**src/hw/rtl/wul_pkg.sv**
```systemverilog
// Shared types and codes for the windowed usage limiter.
`timescale 1ns / 1ps

package wul_pkg;

    // Fixed field widths
    localparam int REQ_W    = 2;
    localparam int RC_W     = 2;
    localparam int DIG_W    = 64;
    localparam int WEIGHT_W = 16;
    localparam int ACT_W    = 2;
    localparam int LIMIT_W  = 24;
    localparam int WSLOT_W  = 5;
    localparam int THR_W    = 5;
    localparam int PEN_W    = 2;
    localparam int CFG_IDX_W = 3;
    localparam int CFG_DAT_W = 24;

    // Request types
    localparam logic [REQ_W-1:0] REQ_USAGE = 2'd0;
    localparam logic [REQ_W-1:0] REQ_TICK  = 2'd1;
    localparam logic [REQ_W-1:0] REQ_CHECK = 2'd2;

    // Usage outcome classes
    localparam logic [RC_W-1:0] RC_FOUND    = 2'd0;
    localparam logic [RC_W-1:0] RC_NOTFOUND = 2'd1;
    localparam logic [RC_W-1:0] RC_FAKE     = 2'd2;

    // Penalty modes
    localparam logic [PEN_W-1:0] PEN_NONE   = 2'd0;
    localparam logic [PEN_W-1:0] PEN_FAKE   = 2'd1;
    localparam logic [PEN_W-1:0] PEN_BANNED = 2'd2;
    localparam logic [PEN_W-1:0] PEN_DELAY  = 2'd3;

    // Check actions
    localparam logic [ACT_W-1:0] ACT_PASS  = 2'd0;
    localparam logic [ACT_W-1:0] ACT_FAKE  = 2'd1;
    localparam logic [ACT_W-1:0] ACT_DELAY = 2'd2;

    // Register indexes
    localparam logic [CFG_IDX_W-1:0] CFG_ENABLED   = 3'd0;
    localparam logic [CFG_IDX_W-1:0] CFG_LIMIT     = 3'd1;
    localparam logic [CFG_IDX_W-1:0] CFG_WINDOW    = 3'd2;
    localparam logic [CFG_IDX_W-1:0] CFG_THRESHOLD = 3'd3;
    localparam logic [CFG_IDX_W-1:0] CFG_PENALTY   = 3'd4;

    // Sequencer states
    typedef enum logic [2:0] {
        ST_IDLE,
        ST_EXEC,
        ST_SCAN,
        ST_DECIDE,
        ST_MOD,
        ST_DONE
    } wul_state_t;

endpackage

```
**src/hw/rtl/windowed_usage_limiter.sv**
```systemverilog
// Windowed usage limiter: usage counting, period ring and deny control.
`timescale 1ns / 1ps

//  channel  | signals                                   | moves
//  ---------+-------------------------------------------+--------------------------------
//  s_       | s_valid/s_ready, s_req_type, s_result_... | one request word in
//  m_       | m_valid/m_ready, m_action, m_denied       | one result word per request
//  cfg_     | cfg_wr_en, cfg_index, cfg_wdata           | register writes, no handshake
//
//  Usage events and checks: the request passes ST_EXEC and ST_DONE, and the result is registered.
//  A scanning period tick runs ST_EXEC, ST_SCAN, ST_DECIDE, then ST_MOD only when deny was clear
//  and stays clear (ring scan one slot a cycle through the single memory read port); a stale
//  index makes ST_MOD subtract the window once more per wrap. Ticks that skip the scan go to ST_MOD or ST_DONE.
//  One request at a time: s_ready is high only while the sequencer idles; a result waiting on
//  m_ready holds the sequencer in its final state.
//  Reset (aresetn low, synchronous) clears control state, config and the slot valid bits;
//  slots never written since reset read as zero.

module windowed_usage_limiter #(
    parameter int MAX_SLOTS   = 16,
    parameter int COUNT_BITS  = 24,
    parameter int DIGEST_BITS = 64
) (
    input  logic                            aclk,
    input  logic                            aresetn,
    // request channel
    input  logic                            s_valid,
    output logic                            s_ready,
    input  logic [wul_pkg::REQ_W-1:0]       s_req_type,
    input  logic [wul_pkg::RC_W-1:0]        s_result_class,
    input  logic [wul_pkg::DIG_W-1:0]       s_request_digest,
    input  logic [wul_pkg::WEIGHT_W-1:0]    s_usage_weight,
    // result channel
    output logic                            m_valid,
    input  logic                            m_ready,
    output logic [wul_pkg::ACT_W-1:0]       m_action,
    output logic                            m_denied,
    // configuration
    input  logic                            cfg_wr_en,
    input  logic [wul_pkg::CFG_IDX_W-1:0]   cfg_index,
    input  logic [wul_pkg::CFG_DAT_W-1:0]   cfg_wdata
);
    import wul_pkg::*;

    localparam int IDX_W  = (MAX_SLOTS > 1) ? $clog2(MAX_SLOTS) : 1;
    localparam int SLOT_W = $clog2(MAX_SLOTS + 1);
    localparam int DATA_W = (COUNT_BITS > LIMIT_W) ? COUNT_BITS : LIMIT_W;
    localparam int ALU_W  = DATA_W + 1;
    localparam logic [COUNT_BITS-1:0] COUNT_MAX = '1;

    // ---------------- configuration registers ----------------
    logic                  enabled_reg;
    logic [LIMIT_W-1:0]    usage_limit_reg;
    logic [WSLOT_W-1:0]    window_slots_reg;
    logic [THR_W-1:0]      deny_threshold_reg;
    logic [PEN_W-1:0]      penalty_mode_reg;

    always_ff @(posedge aclk) begin
        if (!aresetn) begin
            enabled_reg        <= 1'b0;
            usage_limit_reg    <= '0;
            window_slots_reg   <= WSLOT_W'(10);
            deny_threshold_reg <= THR_W'(8);
            penalty_mode_reg   <= PEN_NONE;
        end else if (cfg_wr_en) begin
            unique case (cfg_index)
                CFG_ENABLED:   enabled_reg        <= cfg_wdata[0];
                CFG_LIMIT:     usage_limit_reg    <= cfg_wdata[LIMIT_W-1:0];
                CFG_WINDOW:    window_slots_reg   <= cfg_wdata[WSLOT_W-1:0];
                CFG_THRESHOLD: deny_threshold_reg <= cfg_wdata[THR_W-1:0];
                CFG_PENALTY:   penalty_mode_reg   <= cfg_wdata[PEN_W-1:0];
                default: ;
            endcase
        end
    end

    // effective window: zero acts as one, oversize clamps to the ring depth
    logic [SLOT_W-1:0] slots_eff;
    always_comb begin
        if (window_slots_reg == '0)
            slots_eff = SLOT_W'(1);
        else if (int'(window_slots_reg) > MAX_SLOTS)
            slots_eff = SLOT_W'(MAX_SLOTS);
        else
            slots_eff = SLOT_W'(window_slots_reg);
    end

    logic active;
    assign active = enabled_reg && (usage_limit_reg != '0);

    // ---------------- state ----------------
    wul_state_t state_reg, state_next;

    logic [REQ_W-1:0]       req_reg, req_next;
    logic [RC_W-1:0]        rc_reg, rc_next;
    logic [DIGEST_BITS-1:0] digest_reg, digest_next;
    logic [WEIGHT_W-1:0]    weight_reg, weight_next;

    logic [COUNT_BITS-1:0]  running_reg, running_next;
    logic                   deny_reg, deny_next;
    logic [DIGEST_BITS-1:0] last_digest_reg, last_digest_next;
    logic [IDX_W-1:0]       slot_index_reg, slot_index_next;

    logic [SLOT_W-1:0]      scan_j_reg, scan_j_next;
    logic                   pend_reg, pend_next;
    logic [SLOT_W-1:0]      exceeds_reg, exceeds_next;
    logic [SLOT_W-1:0]      mod_reg, mod_next;

    logic                   m_valid_reg, m_valid_next;
    logic [ACT_W-1:0]       m_action_reg, m_action_next;
    logic                   m_denied_reg, m_denied_next;

    // ---------------- period ring memory ----------------
    logic [COUNT_BITS-1:0]  ring_mem [MAX_SLOTS];
    logic [MAX_SLOTS-1:0]   ring_vld_reg;
    logic                   wr_en, rd_en;
    logic [COUNT_BITS-1:0]  wr_data;
    logic [IDX_W-1:0]       rd_addr;
    logic [COUNT_BITS-1:0]  rd_data_reg;
    logic                   rd_hit_reg;
    logic [COUNT_BITS-1:0]  rd_val;

    assign rd_addr = scan_j_reg[IDX_W-1:0];

    always_ff @(posedge aclk) begin
        if (wr_en) begin
            ring_mem[slot_index_reg] <= wr_data;
        end
        if (rd_en) begin
            rd_data_reg <= ring_mem[rd_addr];
            rd_hit_reg  <= ring_vld_reg[rd_addr];
        end
    end

    // valid bits: a slot not written since reset reads as zero
    always_ff @(posedge aclk) begin
        if (!aresetn) begin
            ring_vld_reg <= '0;
        end else if (wr_en) begin
            ring_vld_reg[slot_index_reg] <= 1'b1;
        end
    end

    assign rd_val = rd_hit_reg ? rd_data_reg : '0;

    // ---------------- shared add/subtract unit ----------------
    // subtract: carry out set means a >= b
    logic [ALU_W-1:0] alu_a, alu_b;
    logic             alu_sub;
    logic [ALU_W:0]   alu_sum;
    logic             alu_carry;

    assign alu_sum   = {1'b0, alu_a} + {1'b0, (alu_sub ? ~alu_b : alu_b)}
                     + (ALU_W + 1)'(alu_sub);
    assign alu_carry = alu_sum[ALU_W];

    // ---------------- decode helpers ----------------
    logic is_usage, is_tick, scan_issue, out_free, add_hit;
    assign is_usage   = (req_reg == REQ_USAGE);
    assign is_tick    = (req_reg == REQ_TICK);
    assign scan_issue = (scan_j_reg < slots_eff);
    assign out_free   = !m_valid_reg || m_ready;
    assign add_hit    = active && ((rc_reg == RC_FAKE)
                      || ((rc_reg == RC_FOUND) && (digest_reg != last_digest_reg)));

    // ---------------- next state ----------------
    always_comb begin
        state_next = state_reg;
        unique case (state_reg)
            ST_IDLE: begin
                if (s_valid) state_next = ST_EXEC;
            end
            ST_EXEC: begin
                if (is_tick) begin
                    if (running_reg == '0)
                        state_next = deny_reg ? ST_DONE : ST_MOD;
                    else if (penalty_mode_reg == PEN_BANNED)
                        state_next = ST_DONE;
                    else
                        state_next = ST_SCAN;
                end else begin
                    state_next = ST_DONE;
                end
            end
            ST_SCAN: begin
                if (!scan_issue && !pend_reg) state_next = ST_DECIDE;
            end
            ST_DECIDE: begin
                state_next = (!alu_carry && !deny_reg) ? ST_MOD : ST_DONE;
            end
            ST_MOD: begin
                if (!alu_carry) state_next = ST_DONE;
            end
            ST_DONE: begin
                if (out_free) state_next = ST_IDLE;
            end
            default: state_next = ST_IDLE;
        endcase
    end

    // ---------------- datapath and outputs ----------------
    always_comb begin
        req_next         = req_reg;
        rc_next          = rc_reg;
        digest_next      = digest_reg;
        weight_next      = weight_reg;
        running_next     = running_reg;
        deny_next        = deny_reg;
        last_digest_next = last_digest_reg;
        slot_index_next  = slot_index_reg;
        scan_j_next      = scan_j_reg;
        pend_next        = 1'b0;
        exceeds_next     = exceeds_reg;
        mod_next         = mod_reg;
        m_valid_next     = m_valid_reg && !m_ready;
        m_action_next    = m_action_reg;
        m_denied_next    = m_denied_reg;
        wr_en            = 1'b0;
        wr_data          = running_reg;
        rd_en            = 1'b0;
        alu_a            = ALU_W'(running_reg);
        alu_b            = ALU_W'(weight_reg);
        alu_sub          = 1'b0;

        unique case (state_reg)
            ST_IDLE: begin
                if (s_valid) begin
                    req_next    = s_req_type;
                    rc_next     = s_result_class;
                    digest_next = s_request_digest[DIGEST_BITS-1:0];
                    weight_next = s_usage_weight;
                end
            end
            ST_EXEC: begin
                unique case (req_reg)
                    REQ_USAGE: begin
                        // fake adds one, a fresh found digest adds its weight
                        alu_a = ALU_W'(running_reg);
                        alu_b = (rc_reg == RC_FAKE) ? ALU_W'(1) : ALU_W'(weight_reg);
                        if (add_hit) begin
                            if (alu_sum[ALU_W-1:COUNT_BITS] != '0)
                                running_next = COUNT_MAX;
                            else
                                running_next = alu_sum[COUNT_BITS-1:0];
                            if (rc_reg == RC_FOUND) last_digest_next = digest_reg;
                        end
                    end
                    REQ_TICK: begin
                        wr_en        = 1'b1;
                        wr_data      = running_reg;
                        running_next = '0;
                        scan_j_next  = '0;
                        exceeds_next = '0;
                        mod_next     = SLOT_W'(slot_index_reg) + SLOT_W'(1);
                        if (running_reg == '0)
                            deny_next = 1'b0;        // idle period
                        else if (penalty_mode_reg == PEN_BANNED)
                            deny_next = 1'b1;
                    end
                    default: ;
                endcase
            end
            ST_SCAN: begin
                if (scan_issue) begin
                    rd_en       = 1'b1;
                    scan_j_next = scan_j_reg + SLOT_W'(1);
                    pend_next   = 1'b1;
                end
                // slot exceeds when limit - value borrows
                alu_a   = ALU_W'(usage_limit_reg);
                alu_b   = ALU_W'(rd_val);
                alu_sub = 1'b1;
                if (pend_reg && !alu_carry) exceeds_next = exceeds_reg + SLOT_W'(1);
            end
            ST_DECIDE: begin
                alu_a     = ALU_W'(exceeds_reg);
                alu_b     = ALU_W'(deny_threshold_reg);
                alu_sub   = 1'b1;
                deny_next = alu_carry;
                if (alu_carry) begin
                    wr_en   = 1'b1;
                    wr_data = '0;
                end
            end
            ST_MOD: begin
                // wrap by repeated subtraction of the window
                alu_a   = ALU_W'(mod_reg);
                alu_b   = ALU_W'(slots_eff);
                alu_sub = 1'b1;
                if (alu_carry)
                    mod_next = alu_sum[SLOT_W-1:0];
                else
                    slot_index_next = mod_reg[IDX_W-1:0];
            end
            ST_DONE: begin
                if (out_free) begin
                    m_valid_next  = 1'b1;
                    m_denied_next = deny_reg;
                    if (!is_usage && !is_tick && active && deny_reg
                        && (penalty_mode_reg != PEN_NONE))
                        m_action_next = (penalty_mode_reg == PEN_DELAY) ? ACT_DELAY
                                                                        : ACT_FAKE;
                    else
                        m_action_next = ACT_PASS;
                end
            end
            default: ;
        endcase
    end

    // ---------------- registers ----------------
    always_ff @(posedge aclk) begin
        if (!aresetn) begin
            state_reg       <= ST_IDLE;
            running_reg     <= '0;
            deny_reg        <= 1'b0;
            last_digest_reg <= '0;
            slot_index_reg  <= '0;
            scan_j_reg      <= '0;
            pend_reg        <= 1'b0;
            exceeds_reg     <= '0;
            mod_reg         <= '0;
            m_valid_reg     <= 1'b0;
        end else begin
            state_reg       <= state_next;
            running_reg     <= running_next;
            deny_reg        <= deny_next;
            last_digest_reg <= last_digest_next;
            slot_index_reg  <= slot_index_next;
            scan_j_reg      <= scan_j_next;
            pend_reg        <= pend_next;
            exceeds_reg     <= exceeds_next;
            mod_reg         <= mod_next;
            m_valid_reg     <= m_valid_next;
        end
    end

    // request and result words carry no reset
    always_ff @(posedge aclk) begin
        req_reg      <= req_next;
        rc_reg       <= rc_next;
        digest_reg   <= digest_next;
        weight_reg   <= weight_next;
        m_action_reg <= m_action_next;
        m_denied_reg <= m_denied_next;
    end

    assign s_ready  = (state_reg == ST_IDLE);
    assign m_valid  = m_valid_reg;
    assign m_action = m_action_reg;
    assign m_denied = m_denied_reg;

endmodule

```
**config.mk**
```make
export PLATFORM = sky130hd
export DESIGN_NAME = windowed_usage_limiter
export DESIGN_NICKNAME = d
export VERILOG_FILES = /design/src/hw/rtl/wul_pkg.sv /design/src/hw/rtl/windowed_usage_limiter.sv
export SDC_FILE = /design/constraint.sdc
export NUM_CORES = 1
export LEC_CHECK = 0
export ABC_AREA = 1
export BUFFER_PORTS_ARGS = -buffer_cell sky130_fd_sc_hd__clkbuf_2
export CAP_MARGIN = 10
export CELL_PAD_IN_SITES_DETAIL_PLACEMENT = 1
export CELL_PAD_IN_SITES_GLOBAL_PLACEMENT = 1
export CORE_MARGIN = 5
export CORE_UTILIZATION = 30
export DETAILED_ROUTE_END_ITERATION = 16
export MAX_ROUTING_LAYER = met4
export PLACE_DENSITY_LB_ADDON = 0.1
export SLEW_MARGIN = 30
export SYNTH_ARGS = -nofsm -noshare
export SYNTH_HDL_FRONTEND = slang
export SYNTH_SLANG_ARGS = --single-unit
```
**constraint.sdc**
```tcl
create_clock -name aclk -period 12.4 [get_ports aclk]
set_input_delay 0.62 -clock aclk [delete_from_list [all_inputs] [get_ports aclk]]
set_output_delay 0.62 -clock aclk [all_outputs]
set_load 0.03 [all_outputs]
```
* Yosys cells after proc, flatten, opt, wreduce, memory -nomap -nowiden
Memories as Yosys holds them, arrays and structs flattened. A register that Yosys moved wholly into a read port is not among the register bits. Cells that the tools add are included.
Word-level totals: RAM bits 384, logic and storage cells 161, output and inout bits 5, memories 1, register bits after elaboration 254, bits of input ports 116
Operators by class: reductions and logical operators 50, add/sub/neg operators 5, bitwise gates (word level) 3, muxes and demuxes 50, eq/ne operators 24, $lt $le $gt $ge 5
Memory list:
- ring_mem | depth 16, width 24, rd ports 1, clocked after Yosys merged registers in 1, wr ports 1, RTL line windowed_usage_limiter.sv:114 | logic [COUNT_BITS-1:0] ring_mem [MAX_SLOTS];
Operators by type and width (number):
- 2-to-1 mux 24 bit | 5
- case mux 24 bit (4 select lines) | 1
- case mux 24 bit (3 select lines) | 1
- inequality test 64 bit | 1
- case mux 24 bit (2 select lines) | 1
- 2-to-1 mux 5 bit | 7
- 2-to-1 mux 16 bit | 2
- case mux 5 bit (2 select lines) | 3
- adder 25 x 25 -> 26 bit | 1
- adder 26 x 1 -> 26 bit | 1
- 2-to-1 mux 25 bit | 1
- inverter 25 bit | 1
- zero test 24 bit | 1
- nonzero test 24 bit | 1
- 2-to-1 mux 3 bit | 7
- case mux 3 bit (6 select lines) | 1
- 2-to-1 mux 1 bit | 16
- inequality test 2 bit, second input constant | 8
- bitwise OR 16 bit | 1
- AND reduction 2 bit | 8
- AND reduction 3 bit | 5
- == test 3 x 2 -> 1 bit, second input constant | 4
- logical AND 1 bit | 12
- adder 5 x 1 -> 5 bit, second input constant | 2
- other kinds (24) | 46

* Logic depth before layout (Yosys ltp)
depth in word-level cells 12, mapped depth 24, depth with buffers taken out 22

* Least setup slack after synthesis
OpenSTA, ideal clock, no wires.
kind reg2reg, start register state_reg[1], end register digest_reg[0], enable pin, setup time 527 ps, data required time 11873 ps, setup slack 7179 ps, clock period less this slack 5221 ps, arrival time 4694 ps, cell stages (with the launch flop) 7, path through dfxtp_1 > buf_6 > nor2_2 > inv_1 > nor2_1 > inv_1 > nor2_1
Between the ends: longest elaborated chain between the ends 2
Ends and longest elaborated chain:
- start, declared | RTL line windowed_usage_limiter.sv:92 | wul_state_t state_reg, state_next;
- start signal, assigned | RTL line windowed_usage_limiter.sv:325 | state_reg <= state_next;
- zero test 3 bit
- net s_ready | RTL line windowed_usage_limiter.sv:28 | output logic s_ready,
- AND reduction 2 bit (no line)
- end signal, assigned | RTL line windowed_usage_limiter.sv:342 | digest_reg <= digest_next;
- end, declared | RTL line windowed_usage_limiter.sv:96 | logic [DIGEST_BITS-1:0] digest_reg, digest_next;
The timed path passes the listed nets, and every way through them passes these cells. A chain may end at the register's enable or synchronous reset.

* Final worst setup path
start register state_reg[1], end memory ring_mem[11][10] (data pin)
Between the ends: longest elaborated chain between the ends 8, elaborated cells between the ends (all ways) 14
Ends and longest elaborated chain:
- == test 3 bit (tied with other cells) | RTL line windowed_usage_limiter.sv:225 | unique case (state_reg)
- case mux 24 bit (4 select lines) / OR reduction 3 bit (equally long branches)
- inverter 25 bit / 2-to-1 mux 1 bit (equally long branches) | RTL line windowed_usage_limiter.sv:153, windowed_usage_limiter.sv:225
- 2-to-1 mux 25 bit | RTL line windowed_usage_limiter.sv:153 | assign alu_sum = {1'b0, alu_a} + {1'b0, (alu_sub ? ~alu_b : alu_b)}
- adder 25 x 25 -> 26 bit | RTL line windowed_usage_limiter.sv:153
- adder 26 x 1 -> 26 bit | RTL line windowed_usage_limiter.sv:154 | + (ALU_W + 1)'(alu_sub);
- 2-to-1 mux 24 bit | RTL line windowed_usage_limiter.sv:280 | if (alu_carry) begin
- 2-to-1 mux 24 bit (*)
- net wr_data[10] | RTL line windowed_usage_limiter.sv:117 | logic [COUNT_BITS-1:0] wr_data;
- end, declared | RTL line windowed_usage_limiter.sv:114
The timed path passes the listed nets; every way through them passes the cells marked *.

==> flow_results.xml <==
<?xml version="1.0" encoding="UTF-8"?>
<metrics>
  <group name="outcome">
    <metric name="status" unit="">complete, no violations</metric>
  </group>
  <group name="die">
    <metric name="initial_utilization" unit="">0.301</metric>
    <metric name="fp.dieArea" unit="um^2">99400</metric>
    <metric name="rows" unit="">112</metric>
    <metric name="die_width" unit="um">315</metric>
    <metric name="core-area" unit="um^2">92900</metric>
    <metric name="die_height" unit="um">315</metric>
    <metric name="boundaryPins" unit="">121</metric>
  </group>
  <group name="clock_tree">
    <metric name="clock_sinks" unit="">662</metric>
    <metric name="clock_insertion_delay_worst_skew" unit="ns">0.66</metric>
    <metric name="clock_tree.buffer_depth" unit="">3</metric>
    <metric name="clkTransAtPathRegs" unit="ns">0.06</metric>
    <metric name="post_cts.resized_instances" unit="">0</metric>
    <metric name="post-cts-setup-buffer-count" unit="">0</metric>
    <metric name="tritoncts" unit="">yes</metric>
    <metric name="clockRootBuffer" unit="">sky130_fd_sc_hd__clkbuf_16</metric>
    <metric name="h_tree_depth" unit="">3</metric>
    <metric name="cts-buffers-inserted" unit="">81</metric>
    <metric name="ctsHoldBuffers" unit="">0</metric>
  </group>
  <group name="worst_setup_path">
    <metric name="cp_slowest_stage_delay" unit="ns">0.88</metric>
    <metric name="path_buf_inv" unit="">3</metric>
    <metric name="rr_endpoint" unit="">ring_mem[11][10]</metric>
    <metric name="worst-endpoint-arrival" unit="ns">5.58</metric>
    <metric name="worstSetupPathDepth" unit="">15</metric>
    <metric name="slowest_stage" unit="">sky130_fd_sc_hd__nor2_1</metric>
    <metric name="worstSetupStartpointType" unit="">flop</metric>
    <metric name="worst_setup_path_end_kind" unit="">flop</metric>
    <metric name="setup.reg_to_reg.worst_slack" unit="ns">7.14</metric>
    <metric name="path_cells" unit="">nand3_4 &gt; inv_1 &gt; buf_4 &gt; nand3_1 &gt; a22o_1 &gt; ha_1 &gt; a21oi_1 &gt; o21ai_0 &gt; a21oi_1 &gt; nor2_1 &gt; a221oi_1 &gt; nand2_4 &gt; nand2_4 &gt; inv_2 &gt; nor2_1</metric>
    <metric name="timing.critical_path.required" unit="ns">12.72</metric>
    <metric name="crit_family" unit="">simple AND/OR/NAND/NOR gates</metric>
    <metric name="path_max_fanout" unit="">33</metric>
    <metric name="worstRegToRegCells" unit="">15</metric>
    <metric name="r2r_start" unit="">state_reg[1]</metric>
    <metric name="timing.setup.critical_path_class" unit="">flop to flop</metric>
  </group>
  <group name="logic_synthesis">
    <metric name="synth.distinct_cells" unit="">48</metric>
    <metric name="synth_compound_gate_area_share" unit="">0.141</metric>
    <metric name="synth.yosys.seq_area_share" unit="">0.651</metric>
    <metric name="synth_top_family_by_area" unit="">compound AO/OA/AOI/OAI gates</metric>
    <metric name="syn-num-nets" unit="">2770</metric>
    <metric name="synth_area_leaders" unit="">sky130_fd_sc_hd__edfxtp_1 (53%), sky130_fd_sc_hd__dfxtp_1 (12%), sky130_fd_sc_hd__o21ai_0 (6.2%)</metric>
    <metric name="ys_warn_count" unit="">0</metric>
    <metric name="proportion_of_netlist_area_held_by_the_largest_area_contributor" unit="">0.533</metric>
    <metric name="portion_of_netlist_area_occupied_by_mux_cells" unit="">0</metric>
    <metric name="yosys.area_share.simple" unit="">0.122</metric>
    <metric name="mappedNetlistArea" unit="um^2">28000</metric>
    <metric name="synth_adder_area_share" unit="">0.0155</metric>
    <metric name="synth_edf_count" unit="">496</metric>
    <metric name="synth-async-reset-ratio" unit="">0</metric>
    <metric name="syn_inst" unit="">2620</metric>
    <metric name="postSynth.topFlopCell" unit="">sky130_fd_sc_hd__edfxtp_1</metric>
    <metric name="avgSynthCellArea" unit="um^2">10.7</metric>
    <metric name="synth-xor-area-share" unit="">0.0213</metric>
    <metric name="ys_seq_elements" unit="">662</metric>
    <metric name="post-synth-top-area-cell" unit="">sky130_fd_sc_hd__edfxtp_1</metric>
  </group>
  <group name="drt">
    <metric name="wl_per_cell" unit="um">23.3</metric>
    <metric name="via_count" unit="">20500</metric>
    <metric name="detail_route.drc_violations" unit="">0</metric>
    <metric name="drtPass1Iterations" unit="">5</metric>
    <metric name="route.antenna.remaining_nets" unit="">0</metric>
    <metric name="drt_first_iter_violations" unit="">1370</metric>
    <metric name="routed_wl" unit="mm">94.4</metric>
    <metric name="per_cell_via_count_in_the_routed_design" unit="">5.05</metric>
  </group>
  <group name="sta">
    <metric name="achievable-frequency" unit="GHz">0.190</metric>
    <metric name="timing.max_slew.rel_slack" unit="">0.355</metric>
    <metric name="fin_worst_skew" unit="ns">0.0241</metric>
    <metric name="layout_setup_ws" unit="ns">7.14</metric>
    <metric name="rsz_0062_raised_after_global_routing" unit="">false</metric>
    <metric name="setup_violations" unit="">0</metric>
    <metric name="final_min_period_over_clock_period" unit="">0.424</metric>
    <metric name="timing.setup.tns" unit="ns">0</metric>
    <metric name="finalHoldWorstSlack" unit="ns">0.140</metric>
    <metric name="max_slew.worst_pin.slew" unit="ns">0.968</metric>
    <metric name="final-max-slew-violation-count" unit="">0</metric>
    <metric name="fin_crit" unit="ns">5.26</metric>
    <metric name="timing.final.hold_violations" unit="">0</metric>
  </group>
  <group name="layout">
    <metric name="leading_cell_type_in_the_layout_fill_and_taps_excluded" unit="">sky130_fd_sc_hd__edfxtp_1</metric>
    <metric name="area_growth_syn_to_layout" unit="%">16.3</metric>
    <metric name="fin_area" unit="um^2">32500</metric>
    <metric name="largest_register_ffs" unit="">384</metric>
    <metric name="post_route_cells_drive_above_1_share" unit="">0.121</metric>
    <metric name="layout.nets" unit="">2876</metric>
    <metric name="fillers" unit="">10300</metric>
    <metric name="most-common-layout-cells" unit="">sky130_fd_sc_hd__edfxtp_1 (496), sky130_fd_sc_hd__o21ai_0 (349), sky130_fd_sc_hd__nor2_1 (302)</metric>
  </group>
  <group name="place">
    <metric name="port_buffers" unit="">120</metric>
    <metric name="dpl.hpwl" unit="mm">57.2</metric>
    <metric name="dp_worst_setup_slack" unit="ns">7.16</metric>
    <metric name="gp_congestion" unit="">0.863</metric>
    <metric name="area_post_placement" unit="um^2">29900</metric>
  </group>
  <group name="grt">
    <metric name="grt_pass1_wl" unit="mm">136</metric>
    <metric name="grt_max_degree" unit="">129</metric>
    <metric name="track_usage" unit="">0.190</metric>
    <metric name="vias_in_the_first_global_route" unit="">20800</metric>
    <metric name="antenna_found_initial" unit="">10</metric>
    <metric name="grt_overflow" unit="">0</metric>
  </group>
  <group name="pwr">
    <metric name="ir_worst_vdd" unit="mV">0.117</metric>
    <metric name="total_power" unit="uW">5020</metric>
    <metric name="total_leakage_power" unit="uW">0.0116</metric>
    <metric name="cellPowerDensity" unit="nW/um^2">154</metric>
  </group>
  <group name="hold_path">
    <metric name="holdPathStages" unit="">1</metric>
    <metric name="timing.hold.worst_endpoint" unit="">weight_reg[2]</metric>
    <metric name="holdCritStartpoint" unit="">s_usage_weight[2]</metric>
    <metric name="worst_hold_path_type" unit="">primary input to flop</metric>
  </group>
  <group name="flow_run">
    <metric name="max-cap-violations" unit="">0</metric>
  </group>
</metrics>
## power by group
| part | switching [uW] | total, uW | internal (uW) |
|---|---|---|---|
| Sequential | 27.3 | 2440 | 2410 |
| Clock | 957 | 2280 | 1320 |
| Combinational | 207 | 304 | 97.3 |
| Total | 1190 | 5020 | 3830 |
## through the flow
| step | utilization | std cells |
|---|---|---|
| after detailed placement | 0.322 | 3896 |
| final | 0.350 | 4051 |
| after global placement | 0.322 | 3896 |
| after global routing | 0.350 | 4050 |
| after floorplan | - | 2620 |
| after CTS | 0.350 | 4046 |
## worst max-delay path by stage
stage,from,slack (ns),end
global route,state_reg[1],6.75,ring_mem[0][10]
CTS,state_reg[1],7.10,ring_mem[3][8]
floorplan,state_reg[1],7.18,digest_reg[0]
detailed placement,state_reg[1],7.16,ring_mem[0][15]
finish,state_reg[1],7.14,ring_mem[11][10]
global placement,state_reg[1],7.34,ring_mem[0][8]
## area by class of cell
type | instances | area (um^2) | share of cell area
Sequential cell | 662 | 18200 | 0.560
Multi-Input combinational cell | 1598 | 8420 | 0.259
Clock buffer | 113 | 2220 | 0.0681
Tap cell | 1254 | 1570 | 0.0482
Timing Repair Buffer | 158 | 902 | 0.0277
Inverter | 225 | 852 | 0.0262
Clock inverter | 37 | 344 | 0.0106
Antenna cell | 4 | 10.0 | 0.000308
## cell families after synthesis
family          Yosys count
simple gates            785
compound gates          711
flops                   662
buf+inv                 360
xor+xnor                 68
fa+ha+maj                34
## metal layers
metal | track usage | up-vias | wire (um)
met3 | 0.0306 | 122 | 4510
met5 | - | - | 0
met1 | 0.257 | 10400 | 43900
met4 | 0.0492 | 0 | 2100
li1 | - | 9496 | -
met2 | 0.299 | 442 | 43900
## cells in the mapped netlist (all sizes together), types with 24 or more instances
| cell type | number |
|---|---|
| o22ai | 75 |
| clkbuf | 118 |
| dfxtp | 166 |
| xor2 | 46 |
| a21oi | 194 |
| nand3 | 128 |
| nor2 | 315 |
| o21ai | 353 |
| ha | 33 |
| o221ai | 41 |
| edfxtp | 496 |
| nand2 | 265 |
| inv | 221 |
| nand4 | 24 |
## worst register-to-register path: cells and delay by family (launching register included)
family	cells	cell delay (ns)
AO/OA/AOI/OAI	5	1.21
adder cells (fa/ha/maj)	1	0.37
buffers and inverters	3	0.87
flip-flops	1	0.61
AND/OR/NAND/NOR	6	1.84
(Power assumes the default switching activity.)
